<file path="src/sv/avi_pkg.sv">
// Shared widths, register codes, reset values and the configuration bundle
// for the admittance velocity integrator. No dependencies.
package avi_pkg;

  localparam int FORCE_WIDTH = 24;
  localparam int SPEED_WIDTH = 24;
  localparam int NUM_AXES    = 3;

  localparam int DZ_W     = 23;
  localparam int GAIN_W   = 24;
  localparam int DECAY_W  = 16;
  localparam int SPD_W    = 23;
  localparam int TICK_W   = 16;

  localparam int GAIN_SHIFT  = 18;
  localparam int DECAY_SHIFT = 16;

  localparam int APB_AW = 5;
  localparam int APB_DW = 32;

  // Working width of the velocity sum, large enough for every operand.
  localparam int SUM_W = (FORCE_WIDTH + 9 > SPEED_WIDTH + 3) ? FORCE_WIDTH + 9
                                                             : SPEED_WIDTH + 3;

  localparam logic signed [SUM_W-1:0] SPEED_MAX =
    SUM_W'((64'(1) << (SPEED_WIDTH - 1)) - 64'(1));
  localparam logic signed [SUM_W-1:0] SPEED_MIN = -SPEED_MAX - SUM_W'(1);

  localparam logic [DZ_W-1:0]    RST_DEADZONE  = DZ_W'(1180);
  localparam logic [GAIN_W-1:0]  RST_GAIN      = GAIN_W'(16777);
  localparam logic [DECAY_W-1:0] RST_DECAY     = DECAY_W'(2621);
  localparam logic [SPD_W-1:0]   RST_MAX_SPEED = SPD_W'(335544);
  localparam logic [SPD_W-1:0]   RST_EPSILON   = SPD_W'(2097);
  localparam logic [TICK_W-1:0]  RST_TIMEOUT   = TICK_W'(30);

  typedef enum logic [0:0] {
    CMD_FORCE = 1'b0,
    CMD_TICK  = 1'b1
  } avi_cmd_e;

  typedef enum logic [2:0] {
    REG_DEADZONE  = 3'd0,
    REG_GAIN_X    = 3'd1,
    REG_GAIN_Y    = 3'd2,
    REG_GAIN_Z    = 3'd3,
    REG_DECAY     = 3'd4,
    REG_MAX_SPEED = 3'd5,
    REG_EPSILON   = 3'd6,
    REG_TIMEOUT   = 3'd7
  } avi_reg_e;

  typedef struct packed {
    logic [DZ_W-1:0]                  deadzone;
    logic [NUM_AXES-1:0][GAIN_W-1:0]  gain;
    logic [DECAY_W-1:0]               decay;
    logic [SPD_W-1:0]                 max_speed;
    logic [SPD_W-1:0]                 speed_epsilon;
    logic [TICK_W-1:0]                timeout_ticks;
  } avi_cfg_t;

endpackage

</file>
<file path="src/sv/avi_regs.sv">
// APB-style configuration register file for the admittance integrator.
// Depends on avi_pkg.
module avi_regs (
  input  logic                        clk_i,
  input  logic                        rst_ni,
  input  logic                        psel,
  input  logic                        penable,
  input  logic                        pwrite,
  input  logic [avi_pkg::APB_AW-1:0]  paddr,
  input  logic [avi_pkg::APB_DW-1:0]  pwdata,
  output logic [avi_pkg::APB_DW-1:0]  prdata,
  output logic                        pready,
  output avi_pkg::avi_cfg_t           cfg_o
);

  avi_pkg::avi_cfg_t cfg_q, cfg_d;
  avi_pkg::avi_reg_e idx;
  logic              wr_en;

  assign idx    = avi_pkg::avi_reg_e'(paddr[avi_pkg::APB_AW-1:2]);
  assign wr_en  = psel && penable && pwrite;
  assign pready = 1'b1;
  assign cfg_o  = cfg_q;

  always_comb begin
    cfg_d = cfg_q;
    if (wr_en) begin
      unique case (idx)
        avi_pkg::REG_DEADZONE:  cfg_d.deadzone      = pwdata[avi_pkg::DZ_W-1:0];
        avi_pkg::REG_GAIN_X:    cfg_d.gain[0]       = pwdata[avi_pkg::GAIN_W-1:0];
        avi_pkg::REG_GAIN_Y:    cfg_d.gain[1]       = pwdata[avi_pkg::GAIN_W-1:0];
        avi_pkg::REG_GAIN_Z:    cfg_d.gain[2]       = pwdata[avi_pkg::GAIN_W-1:0];
        avi_pkg::REG_DECAY:     cfg_d.decay         = pwdata[avi_pkg::DECAY_W-1:0];
        avi_pkg::REG_MAX_SPEED: cfg_d.max_speed     = pwdata[avi_pkg::SPD_W-1:0];
        avi_pkg::REG_EPSILON:   cfg_d.speed_epsilon = pwdata[avi_pkg::SPD_W-1:0];
        avi_pkg::REG_TIMEOUT:   cfg_d.timeout_ticks = pwdata[avi_pkg::TICK_W-1:0];
      endcase
    end
  end

  always_comb begin
    unique case (idx)
      avi_pkg::REG_DEADZONE:  prdata = avi_pkg::APB_DW'(cfg_q.deadzone);
      avi_pkg::REG_GAIN_X:    prdata = avi_pkg::APB_DW'(cfg_q.gain[0]);
      avi_pkg::REG_GAIN_Y:    prdata = avi_pkg::APB_DW'(cfg_q.gain[1]);
      avi_pkg::REG_GAIN_Z:    prdata = avi_pkg::APB_DW'(cfg_q.gain[2]);
      avi_pkg::REG_DECAY:     prdata = avi_pkg::APB_DW'(cfg_q.decay);
      avi_pkg::REG_MAX_SPEED: prdata = avi_pkg::APB_DW'(cfg_q.max_speed);
      avi_pkg::REG_EPSILON:   prdata = avi_pkg::APB_DW'(cfg_q.speed_epsilon);
      avi_pkg::REG_TIMEOUT:   prdata = avi_pkg::APB_DW'(cfg_q.timeout_ticks);
    endcase
  end

  always_ff @(posedge clk_i or negedge rst_ni) begin
    if (!rst_ni) begin
      cfg_q.deadzone      <= avi_pkg::RST_DEADZONE;
      cfg_q.gain          <= {avi_pkg::NUM_AXES{avi_pkg::RST_GAIN}};
      cfg_q.decay         <= avi_pkg::RST_DECAY;
      cfg_q.max_speed     <= avi_pkg::RST_MAX_SPEED;
      cfg_q.speed_epsilon <= avi_pkg::RST_EPSILON;
      cfg_q.timeout_ticks <= avi_pkg::RST_TIMEOUT;
    end else begin
      cfg_q <= cfg_d;
    end
  end

endmodule

</file>
<file path="config.mk">
export PLATFORM = sky130hd
export DESIGN_NAME = avi_regs
export DESIGN_NICKNAME = d
export VERILOG_FILES = /design/src/sv/avi_pkg.sv /design/src/sv/avi_regs.sv
export SDC_FILE = /design/constraint.sdc
export NUM_CORES = 1
export LEC_CHECK = 0
export BUFFER_PORTS_ARGS = -buffer_cell sky130_fd_sc_hd__buf_2
export CAP_MARGIN = 20
export CELL_PAD_IN_SITES_DETAIL_PLACEMENT = 1
export CELL_PAD_IN_SITES_GLOBAL_PLACEMENT = 1
export CORE_MARGIN = 2
export CORE_UTILIZATION = 41
export DETAILED_ROUTE_END_ITERATION = 7
export GPL_ROUTABILITY_DRIVEN = 0
export HOLD_SLACK_MARGIN = 0.15
export PLACE_DENSITY = 0.8
export SETUP_SLACK_MARGIN = 0.4
export SKIP_CTS_REPAIR_TIMING = 1
export SLEW_MARGIN = 20
export SYNTH_ARGS = -nofsm -noshare
export SYNTH_HDL_FRONTEND = slang
export SYNTH_SLANG_ARGS = --single-unit
</file>
<file path="constraint.sdc">
create_clock -name clk_i -period 1.8 [get_ports clk_i]
set_input_delay 0.18 -clock clk_i [delete_from_list [all_inputs] [get_ports clk_i]]
set_output_delay 0.18 -clock clk_i [all_outputs]
set_load 0.1 [all_outputs]
</file>
* Word level (Yosys, flattened, before mapping)
Index checks and enable logic that the tools add are counted.
Operators by class: equal/unequal tests 7, multiplexer cells 1, reduce and logical (&&, ||, !) cells 11
Operators with widths (number):
- $pmux 32 s8 | 1
- $reduce_and 2->1 | 8
- $eq 3x3->1 const B | 4
- $eq 3x2->1 const B | 2
- $eq 3x1->1 const B | 1
- $logic_not 3->1 | 1
- $logic_and 1x1->1 | 2
Word-level totals: flip-flop bits (word level) 173, input bits 42, logic and storage cells 27

* Longest topological paths before layout
depth in word-level cells 3, depth in mapped cells 6, gate-level depth less buffers 3

* Worst setup path before layout
No wires, ideal clock.
path type flip-flop to output port, start point reg cfg_q, in the netlist cfg_o[10], end point out prdata[10] (netlist name), arrival time 2944 ps, setup slack -1324 ps, stages on the path, launching flop included 4, path buffers 0, cells stage by stage dfrtp_1 > mux2i_1 > a211o_1 > a31oi_1
Between the ends: longest elaborated chain between the ends 1
Ends and longest elaborated chain:
- from (decl) | RTL line avi_regs.sv:16 | avi_pkg::avi_cfg_t cfg_q, cfg_d;
- from (signal assigned) | RTL line avi_regs.sv:63 | cfg_q <= cfg_d;
- $pmux 32 s8 | RTL line avi_regs.sv:42 | unique case (idx)
- to (decl) | RTL line avi_regs.sv:11 | output logic [avi_pkg::APB_DW-1:0] prdata,
No other way between the ends. The select of a mux whose other input is x is not followed.

* Final worst setup path
start point reg cfg_q, in the netlist cfg_o[64], end point out prdata[2] (netlist name)
Same word-level chain as after synthesis.

==> reports/summary.txt <==
Pre-CTS WS - 0.0645 ns
Crit path cell chain - mux2i_2, a211oi_2, o22a_4, buf_12
HP Class - primary input to async pin
Max-slew violation count - 0
# nets final - 892
Die Y - 144 um
Arr. time, crit path - 1.79 ns
Wire length per cell - 26.3 um
Unrepaired setup endpoints after global routing - yes
Crit Path Class - flip-flop to output pin
# setup viols final - 14
Total grt overflow - 0
Antenna violations before repair - 1
Clk Latency, worst-skew pair - 0.42 ns
Worst r2r dst - cfg_o[96]
TritonRoute pass-1 iters - 4
HPWL Detailed - 18600 um
Vias - 6217
Post-layout power - 20.3 mW
DR iter-0 viols - 240
CTS root buf - clkbuf_16
Layout cells sized above 1 - 84.2%
Chip width - 144 um
Buf/Inv on CP - 1
Final core utilization - 67.4%
Post-route setup slack - -0.166 ns
Crit start category - flip-flop
R2R Path Start - cfg_o[96]
CP peak stage delay - 0.65 ns
CTS tree - yes
Max VDD drop - 0.000891 V
Clock Skew - 0 ns
Core Region - 19400 um2
TritonCTS buffer count - 17
Maximum root-to-sink buffer count - 2
Post-synthesis average cell area - 13.9 um2
Clock Sinks - 173
Mapped Area - 8050 um2
# DRC - 0
Top delay family on crit path - flip-flops
Max-cap violations - 0
R2R Setup Slk - 0.88 ns
Synthesized instance count - 578
CTS H-tree depth - 4
Row count - 51
Pin count of the biggest net entering global routing - 67
Slowest-stage cell, CP - dfstp_4
Seq cells post-synth - 173
Power per cell area - 1550 nW/um2
Leak - 5.51 nW
Port Buffers - 228
Final Hold Vio Count - 0
Tot GR Track Use - 25.6%
Starting Density - 41.5%
Via density - 5.51
Final WL - 29700 um
Clock transition at path regs - 0.07 ns
Final hold slack - 0.260 ns
Die area - 20800 um2
Max FFs per register - 173
Worst EP required - 1.62 ns
Max Clk Rate - 0.509 GHz
I/O pins - 248
Unique masters post-synth - 36
Crit share post-route - 109%
Failing checks - setup timing
Number of routed nets with antenna violations - 0
Vias in the first global route - 6581
Worst setup EP type - output pin
Synth Warn # - 0
Crit Path Max Fanout - 3
R2R depth - 1
Area grow syn2layout - 62.5%
Sequential-to-total area share from yosys stat - 54.5%
Final min period - 1.97 ns
First-pass GRT wire length - 39500 um
Status - finished with violations
## layout by cell type, fill, tap and decap left out, types with 14 or more instances in the layout
cell and instances:
dfstp_4 40, dfrtp_4 38, dlygate4sd3_1 25, buf_4 67, clkbuf_16 18, mux2_2 153
a211oi_2 14, mux2i_1 38, dfrtp_2 83, o22a_4 15, mux2_4 19, clkbuf_4 82
buf_2 29, buf_12 87
## where the power goes
group	switching [mW]	internal (mW)
clock network	1.61	1.97
logic	7.79	2.97
registers	0.890	5.10
total	10.3	10.0
## synth_stat cells
master,instances,area share [%]
o221ai_1,1,0.11
nand2b_1,5,0.39
mux2_2,153,21
o22ai_1,15,1.2
or3_1,2,0.16
o21a_1,1,0.093
a21oi_1,1,0.062
nor2_1,10,0.47
nand3_1,1,0.062
a211oi_1,15,1.4
nor3_2,1,0.12
o21ai_0,4,0.25
a22oi_1,2,0.19
mux2i_1,54,6.7
buf_4,10,0.93
nor2_2,4,0.31
buf_1,4,0.19
nor3b_1,15,1.4
a211o_1,1,0.11
dfrtp_1,128,40
nand4_2,1,0.16
nor2b_1,5,0.39
buf_6,2,0.28
conb_1,2,0.093
o22a_1,15,1.6
a2bb2oi_1,13,1.4
nand2_1,3,0.14
o221a_2,3,0.42
a31oi_1,1,0.078
a221o_1,3,0.37
buf_2,23,1.4
inv_1,2,0.093
clkbuf_1,11,0.51
nand4b_1,1,0.11
mux2_1,21,2.9
dfstp_2,45,15
## kinds of logic (layout without fill, tap and decap cells)
logic type	after synthesis	in the layout	share of synthesized area, %
other	2	10	0.0932
buffers and inverters	52	330	3.43
and+or+nand+nor	48	48	3.70
muxes	228	228	31.0
DFF	173	173	54.5
AOI/OAI and AO/OA	75	75	7.29
## worst max path at each step
stage                         start          to  cells after the start
after detailed placement   paddr[2]    cfg_o[7]                      6
after global routing      cfg_o[49]  prdata[10]                      4
final                     cfg_o[64]   prdata[2]                      4
after global placement     paddr[3]  prdata[22]                      6
after floorplan           cfg_o[49]  prdata[10]                      3
after CTS                 cfg_o[49]  prdata[10]                      4
## final cells by class
cell class | instances | area, um2
antenna | 1 | 2.50
inverter | 2 | 7.51
fill | 1763 | 6310
clock inverter | 10 | 78.8
sequential | 173 | 4780
multi-input combinational | 360 | 4060
tap | 265 | 332
timing repair buffer | 296 | 3320
clock buffer | 22 | 495
## per-stage QoR
step,area (um2),cells,setup TNS [ns]
global placement,11000,1065,0
finish,13100,1129,-1.62
detailed placement,11000,1065,0
floorplan,8990,585,-0.640
global route,13100,1129,-2.38
CTS,11500,1097,-1.80
## per-layer routing
metal / global-route usage [%] / share of wire, % / wire, um
met5: 0 / 0 / 0
met4: 7.46 / 2.5 / 742
met3: 6.92 / 6.7 / 1990
met2: 44.4 / 52 / 15400
met1: 31.4 / 39 / 11600
(Power assumes the default switching activity.)
