## src/sv/avi_pkg.sv

```systemverilog
// Shared widths, register codes, reset values and the configuration bundle
// for the admittance velocity integrator. No dependencies.
package avi_pkg;

  localparam int FORCE_WIDTH = 24;
  localparam int SPEED_WIDTH = 24;
  localparam int NUM_AXES    = 3;

  localparam int DZ_W     = 23;
  localparam int GAIN_W   = 24;
  localparam int DECAY_W  = 16;
  localparam int SPD_W    = 23;
  localparam int TICK_W   = 16;

  localparam int GAIN_SHIFT  = 18;
  localparam int DECAY_SHIFT = 16;

  localparam int APB_AW = 5;
  localparam int APB_DW = 32;

  // Working width of the velocity sum, large enough for every operand.
  localparam int SUM_W = (FORCE_WIDTH + 9 > SPEED_WIDTH + 3) ? FORCE_WIDTH + 9
                                                             : SPEED_WIDTH + 3;

  localparam logic signed [SUM_W-1:0] SPEED_MAX =
    SUM_W'((64'(1) << (SPEED_WIDTH - 1)) - 64'(1));
  localparam logic signed [SUM_W-1:0] SPEED_MIN = -SPEED_MAX - SUM_W'(1);

  localparam logic [DZ_W-1:0]    RST_DEADZONE  = DZ_W'(1180);
  localparam logic [GAIN_W-1:0]  RST_GAIN      = GAIN_W'(16777);
  localparam logic [DECAY_W-1:0] RST_DECAY     = DECAY_W'(2621);
  localparam logic [SPD_W-1:0]   RST_MAX_SPEED = SPD_W'(335544);
  localparam logic [SPD_W-1:0]   RST_EPSILON   = SPD_W'(2097);
  localparam logic [TICK_W-1:0]  RST_TIMEOUT   = TICK_W'(30);

  typedef enum logic [0:0] {
    CMD_FORCE = 1'b0,
    CMD_TICK  = 1'b1
  } avi_cmd_e;

  typedef enum logic [2:0] {
    REG_DEADZONE  = 3'd0,
    REG_GAIN_X    = 3'd1,
    REG_GAIN_Y    = 3'd2,
    REG_GAIN_Z    = 3'd3,
    REG_DECAY     = 3'd4,
    REG_MAX_SPEED = 3'd5,
    REG_EPSILON   = 3'd6,
    REG_TIMEOUT   = 3'd7
  } avi_reg_e;

  typedef struct packed {
    logic [DZ_W-1:0]                  deadzone;
    logic [NUM_AXES-1:0][GAIN_W-1:0]  gain;
    logic [DECAY_W-1:0]               decay;
    logic [SPD_W-1:0]                 max_speed;
    logic [SPD_W-1:0]                 speed_epsilon;
    logic [TICK_W-1:0]                timeout_ticks;
  } avi_cfg_t;

endpackage

```

## src/sv/avi_axis.sv

```systemverilog
// One axis of the velocity update: deadband, gain and decay products,
// clamping and the small-speed cut. Depends on avi_pkg.
module avi_axis (
  input  logic signed [avi_pkg::FORCE_WIDTH-1:0] target_i,
  input  logic signed [avi_pkg::SPEED_WIDTH-1:0] vel_i,
  input  logic        [avi_pkg::GAIN_W-1:0]      gain_i,
  input  avi_pkg::avi_cfg_t                      cfg_i,
  input  logic                                   stale_i,
  output logic signed [avi_pkg::SPEED_WIDTH-1:0] vel_o
);

  localparam int FW = avi_pkg::FORCE_WIDTH;
  localparam int SW = avi_pkg::SPEED_WIDTH;
  localparam int MW = (FW > avi_pkg::DZ_W) ? FW : avi_pkg::DZ_W;
  localparam int PW = FW + avi_pkg::GAIN_W + 1;
  localparam int DW = SW + avi_pkg::DECAY_W + 1;
  localparam int SUM_W = avi_pkg::SUM_W;

  logic signed [FW-1:0]    f, fe, dz_f;
  logic        [FW-1:0]    mag;
  logic signed [PW-1:0]    gprod;
  logic signed [DW-1:0]    dprod;
  logic signed [SUM_W-1:0] sum, ms, eps, c1, c2, mag_v;

  assign f    = stale_i ? '0 : target_i;
  assign mag  = f[FW-1] ? FW'(-f) : FW'(f);
  // Only used when the magnitude exceeds the deadzone, so it then fits.
  assign dz_f = $signed(FW'(cfg_i.deadzone));

  always_comb begin
    if (MW'(mag) <= MW'(cfg_i.deadzone)) begin
      fe = '0;
    end else if (f[FW-1]) begin
      fe = f + dz_f;
    end else begin
      fe = f - dz_f;
    end
  end

  assign gprod = PW'(fe) * PW'($signed({1'b0, gain_i}));
  assign dprod = DW'(vel_i) * DW'($signed({1'b0, cfg_i.decay}));

  // Arithmetic right shifts give the floor of each product.
  assign sum = SUM_W'(vel_i) + SUM_W'(gprod >>> avi_pkg::GAIN_SHIFT)
             - SUM_W'(dprod >>> avi_pkg::DECAY_SHIFT);

  assign ms  = $signed(SUM_W'(cfg_i.max_speed));
  assign eps = $signed(SUM_W'(cfg_i.speed_epsilon));

  always_comb begin
    priority if (sum > ms) begin
      c1 = ms;
    end else if (sum < -ms) begin
      c1 = -ms;
    end else begin
      c1 = sum;
    end
    priority if (c1 > avi_pkg::SPEED_MAX) begin
      c2 = avi_pkg::SPEED_MAX;
    end else if (c1 < avi_pkg::SPEED_MIN) begin
      c2 = avi_pkg::SPEED_MIN;
    end else begin
      c2 = c1;
    end
  end

  assign mag_v = c2[SUM_W-1] ? -c2 : c2;
  assign vel_o = (mag_v < eps) ? '0 : SW'(c2);

endmodule
```

## config.mk

```make
export PLATFORM = sky130hd
export DESIGN_NAME = avi_axis
export DESIGN_NICKNAME = d
export VERILOG_FILES = /design/src/sv/avi_pkg.sv /design/src/sv/avi_axis.sv
export SDC_FILE = /design/constraint.sdc
export NUM_CORES = 2
export LEC_CHECK = 0
export ABC_AREA = 1
export BUFFER_PORTS_ARGS = -buffer_cell sky130_fd_sc_hd__buf_2
export CAP_MARGIN = 20
export CORE_MARGIN = 8
export CORE_UTILIZATION = 45
export DETAILED_ROUTE_END_ITERATION = 6
export PLACE_DENSITY = 0.73
export SLEW_MARGIN = 20
export SYNTH_ARGS = -nofsm -noshare
export SYNTH_HDL_FRONTEND = slang
export SYNTH_SLANG_ARGS = --single-unit
```

## constraint.sdc

```tcl
create_clock -name vclk -period 72.4
set_input_delay 14.48 -clock vclk [all_inputs]
set_output_delay 14.48 -clock vclk [all_outputs]
set_load 0.01 [all_outputs]
```

# After elaboration in Yosys (flattened, before gate mapping)
# Index checks and enable logic that the tools add are counted.
dict set report totals {
  ff_bits 0
  out_inout_bits 24
  inputBits 246
}
dict set report op_classes {
  n_lt_le_gt_ge 6
  addsub 7
  n_mux 10
  mul 2
}
# op count
set ops {}
lappend ops {{33-bit 2-to-1 mux} 5}
lappend ops {{24-bit 2-to-1 mux} 5}
lappend ops {{24-bit by 25-bit multiplier with 49-bit output} 1}
lappend ops {{24-bit by 17-bit multiplier with 41-bit output} 1}
lappend ops {{33-bit by 24-bit greater-than comparator with 1-bit output} 1}
lappend ops {{33-bit by 24-bit greater-than comparator with 1-bit output (second input constant)} 1}
lappend ops {{33-bit by 24-bit < comparator with 1-bit output} 1}
lappend ops {{33-bit by 24-bit < comparator with 1-bit output (second input constant)} 1}
lappend ops {{33-bit < comparator} 1}
lappend ops {{23-bit negator with 33-bit output} 1}
lappend ops {{33-bit negator} 1}
lappend ops {{32-bit by 25-bit subtractor with 33-bit output} 1}
lappend ops {{24-bit by 31-bit adder with 32-bit output} 1}
lappend ops {{24-bit adder} 1}
lappend ops {{24-bit by 23-bit <= comparator with 1-bit output} 1}
lappend ops {{24-bit negator} 1}
lappend ops {{24-bit subtractor} 1}

# Longest topological paths before layout
dict set report depth {
  ltp_word 18
  mapped_depth 133
  mapped_depth_nobuf 129
}

# Least setup slack after synthesis
# No wires, ideal clock.
dict set report synth_timing {
  path_type {in2out}
  start {in target_i[1] in the netlist's numbering}
  end {out vel_o[10] in the netlist's numbering}
  arrival_time_ns 31.051
  required_ns 57.920
  n_path_buf 5
  cell_stages 115
  slack_ns 26.869
  cell_sequence {inv_1 > nor2_1 > inv_1 > ha_1 > inv_1 > nor3_1 > nand3_1 > nor3_1 > nand2_1 > nor3_1 > nand3_1 > nor3_1 > nand3_1 > o31ai_1 > o21ai_0 > ha_1 > nand2_1 > nor2_1 > (+79 left out) > ha_1 > a21oi_1 > nor2_1 > a211oi_1 > o221ai_1 > a21oi_1 > nand2_1 > nand2_1 > nand2_1 > a21boi_0 > nand2_1 > inv_1 > nand3_1 > nor2_1 > nand3_1 > nand2_2 > buf_6 > nor2_1}
}
dict set report synth_between {
  elab_chain_cells 18
  elab_cells_between_ends 23
  classes_between {add/sub (6); mul (1); order compare (6); mux (10)}
}
# item line
set synth_rtl {}
lappend synth_rtl {{from (decl)} avi_axis.sv:4} ;# input logic signed [avi_pkg::FORCE_WIDTH-1:0] target_i,
lappend synth_rtl {{24-bit 2-to-1 mux *} avi_axis.sv:25} ;# assign f = stale_i ? '0 : target_i;
lappend synth_rtl {{24-bit negator} avi_axis.sv:26} ;# assign mag = f[FW-1] ? FW'(-f) : FW'(f);
lappend synth_rtl {{24-bit 2-to-1 mux} avi_axis.sv:26}
lappend synth_rtl {{24-bit by 23-bit <= comparator with 1-bit output} avi_axis.sv:31} ;# if (MW'(mag) <= MW'(cfg_i.deadzone)) begin
lappend synth_rtl {{24-bit 2-to-1 mux *} avi_axis.sv:31}
lappend synth_rtl {{24-bit by 25-bit multiplier with 49-bit output *} avi_axis.sv:40} ;# assign gprod = PW'(fe) * PW'($signed({1'b0, gain_i}));
lappend synth_rtl {{24-bit by 31-bit adder with 32-bit output *} avi_axis.sv:44} ;# assign sum = SUM_W'(vel_i) + SUM_W'(gprod >>> avi_pkg::GAIN_SHIFT)
lappend synth_rtl {{32-bit by 25-bit subtractor with 33-bit output *} avi_axis.sv:45} ;# - SUM_W'(dprod >>> avi_pkg::DECAY_SHIFT);
lappend synth_rtl {{(+2 left out)} --}
lappend synth_rtl {{33-bit 2-to-1 mux *} avi_axis.sv:51} ;# priority if (sum > ms) begin
lappend synth_rtl {{33-bit by 24-bit < comparator with 1-bit output} avi_axis.sv:60} ;# end else if (c1 < avi_pkg::SPEED_MIN) begin
lappend synth_rtl {{33-bit 2-to-1 mux} avi_axis.sv:60}
lappend synth_rtl {{33-bit 2-to-1 mux *} avi_axis.sv:58} ;# priority if (c1 > avi_pkg::SPEED_MAX) begin
lappend synth_rtl {{33-bit negator} avi_axis.sv:67} ;# assign mag_v = c2[SUM_W-1] ? -c2 : c2;
lappend synth_rtl {{33-bit 2-to-1 mux} avi_axis.sv:67}
lappend synth_rtl {{33-bit by 24-bit < comparator with 1-bit output} avi_axis.sv:68} ;# assign vel_o = (mag_v < eps) ? '0 : SW'(c2);
lappend synth_rtl {{24-bit 2-to-1 mux *} avi_axis.sv:68}
lappend synth_rtl {{to (decl)} avi_axis.sv:9} ;# output logic signed [avi_pkg::SPEED_WIDTH-1:0] vel_o
# Every way passes the cells marked *; elsewhere a longest branch is shown, timed or not.

# Worst setup path after layout
dict set report layout_timing {
  start {in stale_i}
  end {out vel_o[7] in the netlist's numbering}
}
dict set report layout_between {
  elab_chain_cells 18
  elab_cells_between_ends 23
  classes_between {add/sub (6); mul (1); order compare (6); mux (10)}
}
# item line
set layout_rtl {}
lappend layout_rtl {{from (decl)} avi_axis.sv:8} ;# input logic stale_i,
lappend layout_rtl {{24-bit 2-to-1 mux *} avi_axis.sv:25}
lappend layout_rtl {{24-bit negator} avi_axis.sv:26}
lappend layout_rtl {{24-bit 2-to-1 mux} avi_axis.sv:26}
lappend layout_rtl {{24-bit by 23-bit <= comparator with 1-bit output} avi_axis.sv:31}
lappend layout_rtl {{24-bit 2-to-1 mux *} avi_axis.sv:31}
lappend layout_rtl {{24-bit by 25-bit multiplier with 49-bit output *} avi_axis.sv:40}
lappend layout_rtl {{24-bit by 31-bit adder with 32-bit output *} avi_axis.sv:44}
lappend layout_rtl {{32-bit by 25-bit subtractor with 33-bit output *} avi_axis.sv:45}
lappend layout_rtl {{(+2 left out)} --}
lappend layout_rtl {{33-bit 2-to-1 mux *} avi_axis.sv:51}
lappend layout_rtl {{33-bit by 24-bit < comparator with 1-bit output} avi_axis.sv:60}
lappend layout_rtl {{33-bit 2-to-1 mux} avi_axis.sv:60}
lappend layout_rtl {{33-bit 2-to-1 mux *} avi_axis.sv:58}
lappend layout_rtl {{33-bit negator} avi_axis.sv:67}
lappend layout_rtl {{33-bit 2-to-1 mux} avi_axis.sv:67}
lappend layout_rtl {{33-bit by 24-bit < comparator with 1-bit output} avi_axis.sv:68}
lappend layout_rtl {{24-bit 2-to-1 mux *} avi_axis.sv:68}
# Marks and branches as above.

==> results.toml <==
[die]
core_area_um2 = 92900
fp.dieH_um = 322
rows = 112
die_x_um = 322
die_area_um2 = 103000
start_util = 0.452
pin_count = 270

[setup_path]
cp-end-kind = "output pin"
worst_path_most_repeated_cell = "nand2_1"
crit_fanout = 31
critPathRequiredTime_ps = 57920
crit_arrival_ps = 37800
critPathKind = "in2out"
crit_path_start_kind = "primary input"
critical-path-max-stage-delay_ps = 950
cpMaxStageDelayCell = "nor2_2"

[placed_design]
gp_congestion = 0.980
portBuffers = 182
hpwl_mm = 99.1

[sta]
rsz0062_at_grt = "false"
clock.fmax_mhz = 19.1
maxSlewHeadroom = 0.246
period_minus_slack_ps = 52280
hold_violations = 0
drv_slew = 0
tns_ps = 0
tightest_slew_ps = 1130
setup_violations = 0
period_share = 0.722

[detailed_routing]
via_count = 36191
routed_via_density = 5.16
drt_pass1_iterations = 6
drcViolationCount = 0
antenna_left = 0
wirelength_mm = 118
wl_per_cell_um = 16.8
first_iter_violations = 2713

[global_route]
antenna_found_initial = 4
overflow = 0
grt_pass1_wl_mm = 194
grt_start_max_net_pins = 42
grt_pass1_vias = 38088
grt_usage = 0.230

[yosys]
avgSynthCellArea_um2 = 7.30
ys_types = 54
postSynthCellCount = 5754
synth_nets = 7340
synth_area_leaders = "fa_1, inv_1, ha_1, nand2_1, nor2_1"
synth_area_um2 = 42000
yosysWarnings = 0
yosys.area.top_type = "fa_1"
yosysSeqAreaShare = 0
yosys.area.top_type_share = 0.422

[final_layout]
ff_latch_area_um2 = 0
nets = 7341
synthToLayoutAreaGrowth_pct = 4.19
nFlopsAndLatches = 0
drive_gt1_frac = 0.0419
clockBufferCount = 0
mostFrequentLayoutCell = "inv_1"
mostFrequentLayoutCells = "inv_1, nand2_1, fa_1"

[clock_tree]
cts_hold_buf = 0
post_cts_buffers = 0
post_cts_resized = 0

[min_path]
min_path_type = "in2out"

[run_status]
status = "finished clean"

[job]
cap_violations = 0
synth_stat cells (7+ instances only):
library cell  instances
nor4_1               12
clkbuf_1            169
a211oi_1              7
o211ai_1              7
buf_4                 7
nand3_1             177
inv_2                10
a21oi_1             184
xor2_1               96
nand2_1            1235
inv_1              1512
o21ai_0             111
xnor2_1              40
clkinv_1             17
nand4_1              33
buf_2                10
o31ai_1              12
or2_2                12
fa_1                887
nor2_1              623
a31oi_1              13
ha_1                453
nand3_2               7
o21bai_1             16
a21o_1               10
nor3_1               31
o21a_1               10
area by class of cell:
| type | count | area [µm²] |
|---|---|---|
| multi-input cells | 4020 | 35400 |
| fillers | 9250 | 49100 |
| repair buffers | 193 | 993 |
| well taps | 1254 | 1570 |
| diodes | 2 | 5.00 |
| inverters | 1540 | 5790 |
kinds of logic after synthesis:
| group | count (synthesis) | synth area share |
|---|---|---|
| buf+inv | 1734 | 0.157 |
| mux | 1 | 0.000238 |
| fa+ha+maj | 1341 | 0.558 |
| xor+xnor | 136 | 0.0283 |
| compound gates | 391 | 0.0523 |
| simple gates | 2151 | 0.205 |
per-layer routing:
metal	vias up	share of wire	GRT usage
met3	266	0.084	0.0303
met2	1517	0.47	0.393
met5	-	0.00019	0
met1	17575	0.41	0.304
li1	16829	-	-
met4	4	0.035	0.0675
worst paths after layout:
path | cells after the start | endpoint | slack [ps] | from
setup / recovery | 99 | vel_o[7] | 20120 | stale_i
hold / removal | 8 | vel_o[12] | 29730 | cfg_i[51]
critical path, delay by kind of cell:
family	cells	cell delay, ps
buffers and inverters	18	3790
and+or+nand+nor	51	9990
adders and majority gates	13	5680
xor gates and xnor gates	2	720
AOI/OAI and AO/OA	15	3070
through the flow:
step,setup slack (ps),utilization,instance area [µm²],hold WS (ps),instances
CTS,20340,0.471,43800,29730,7007
global placement,20600,0.471,43800,29730,7007
finish,20120,0.471,43800,29730,7009
global route,17910,0.471,43800,29810,7009
detailed placement,20430,0.471,43800,29730,7007
floorplan,26870,-,42000,29370,5754
Power is left out: the tool's default activity adds up to more than one toggle a clock period on the data nets, which glitch-free logic cannot reach.
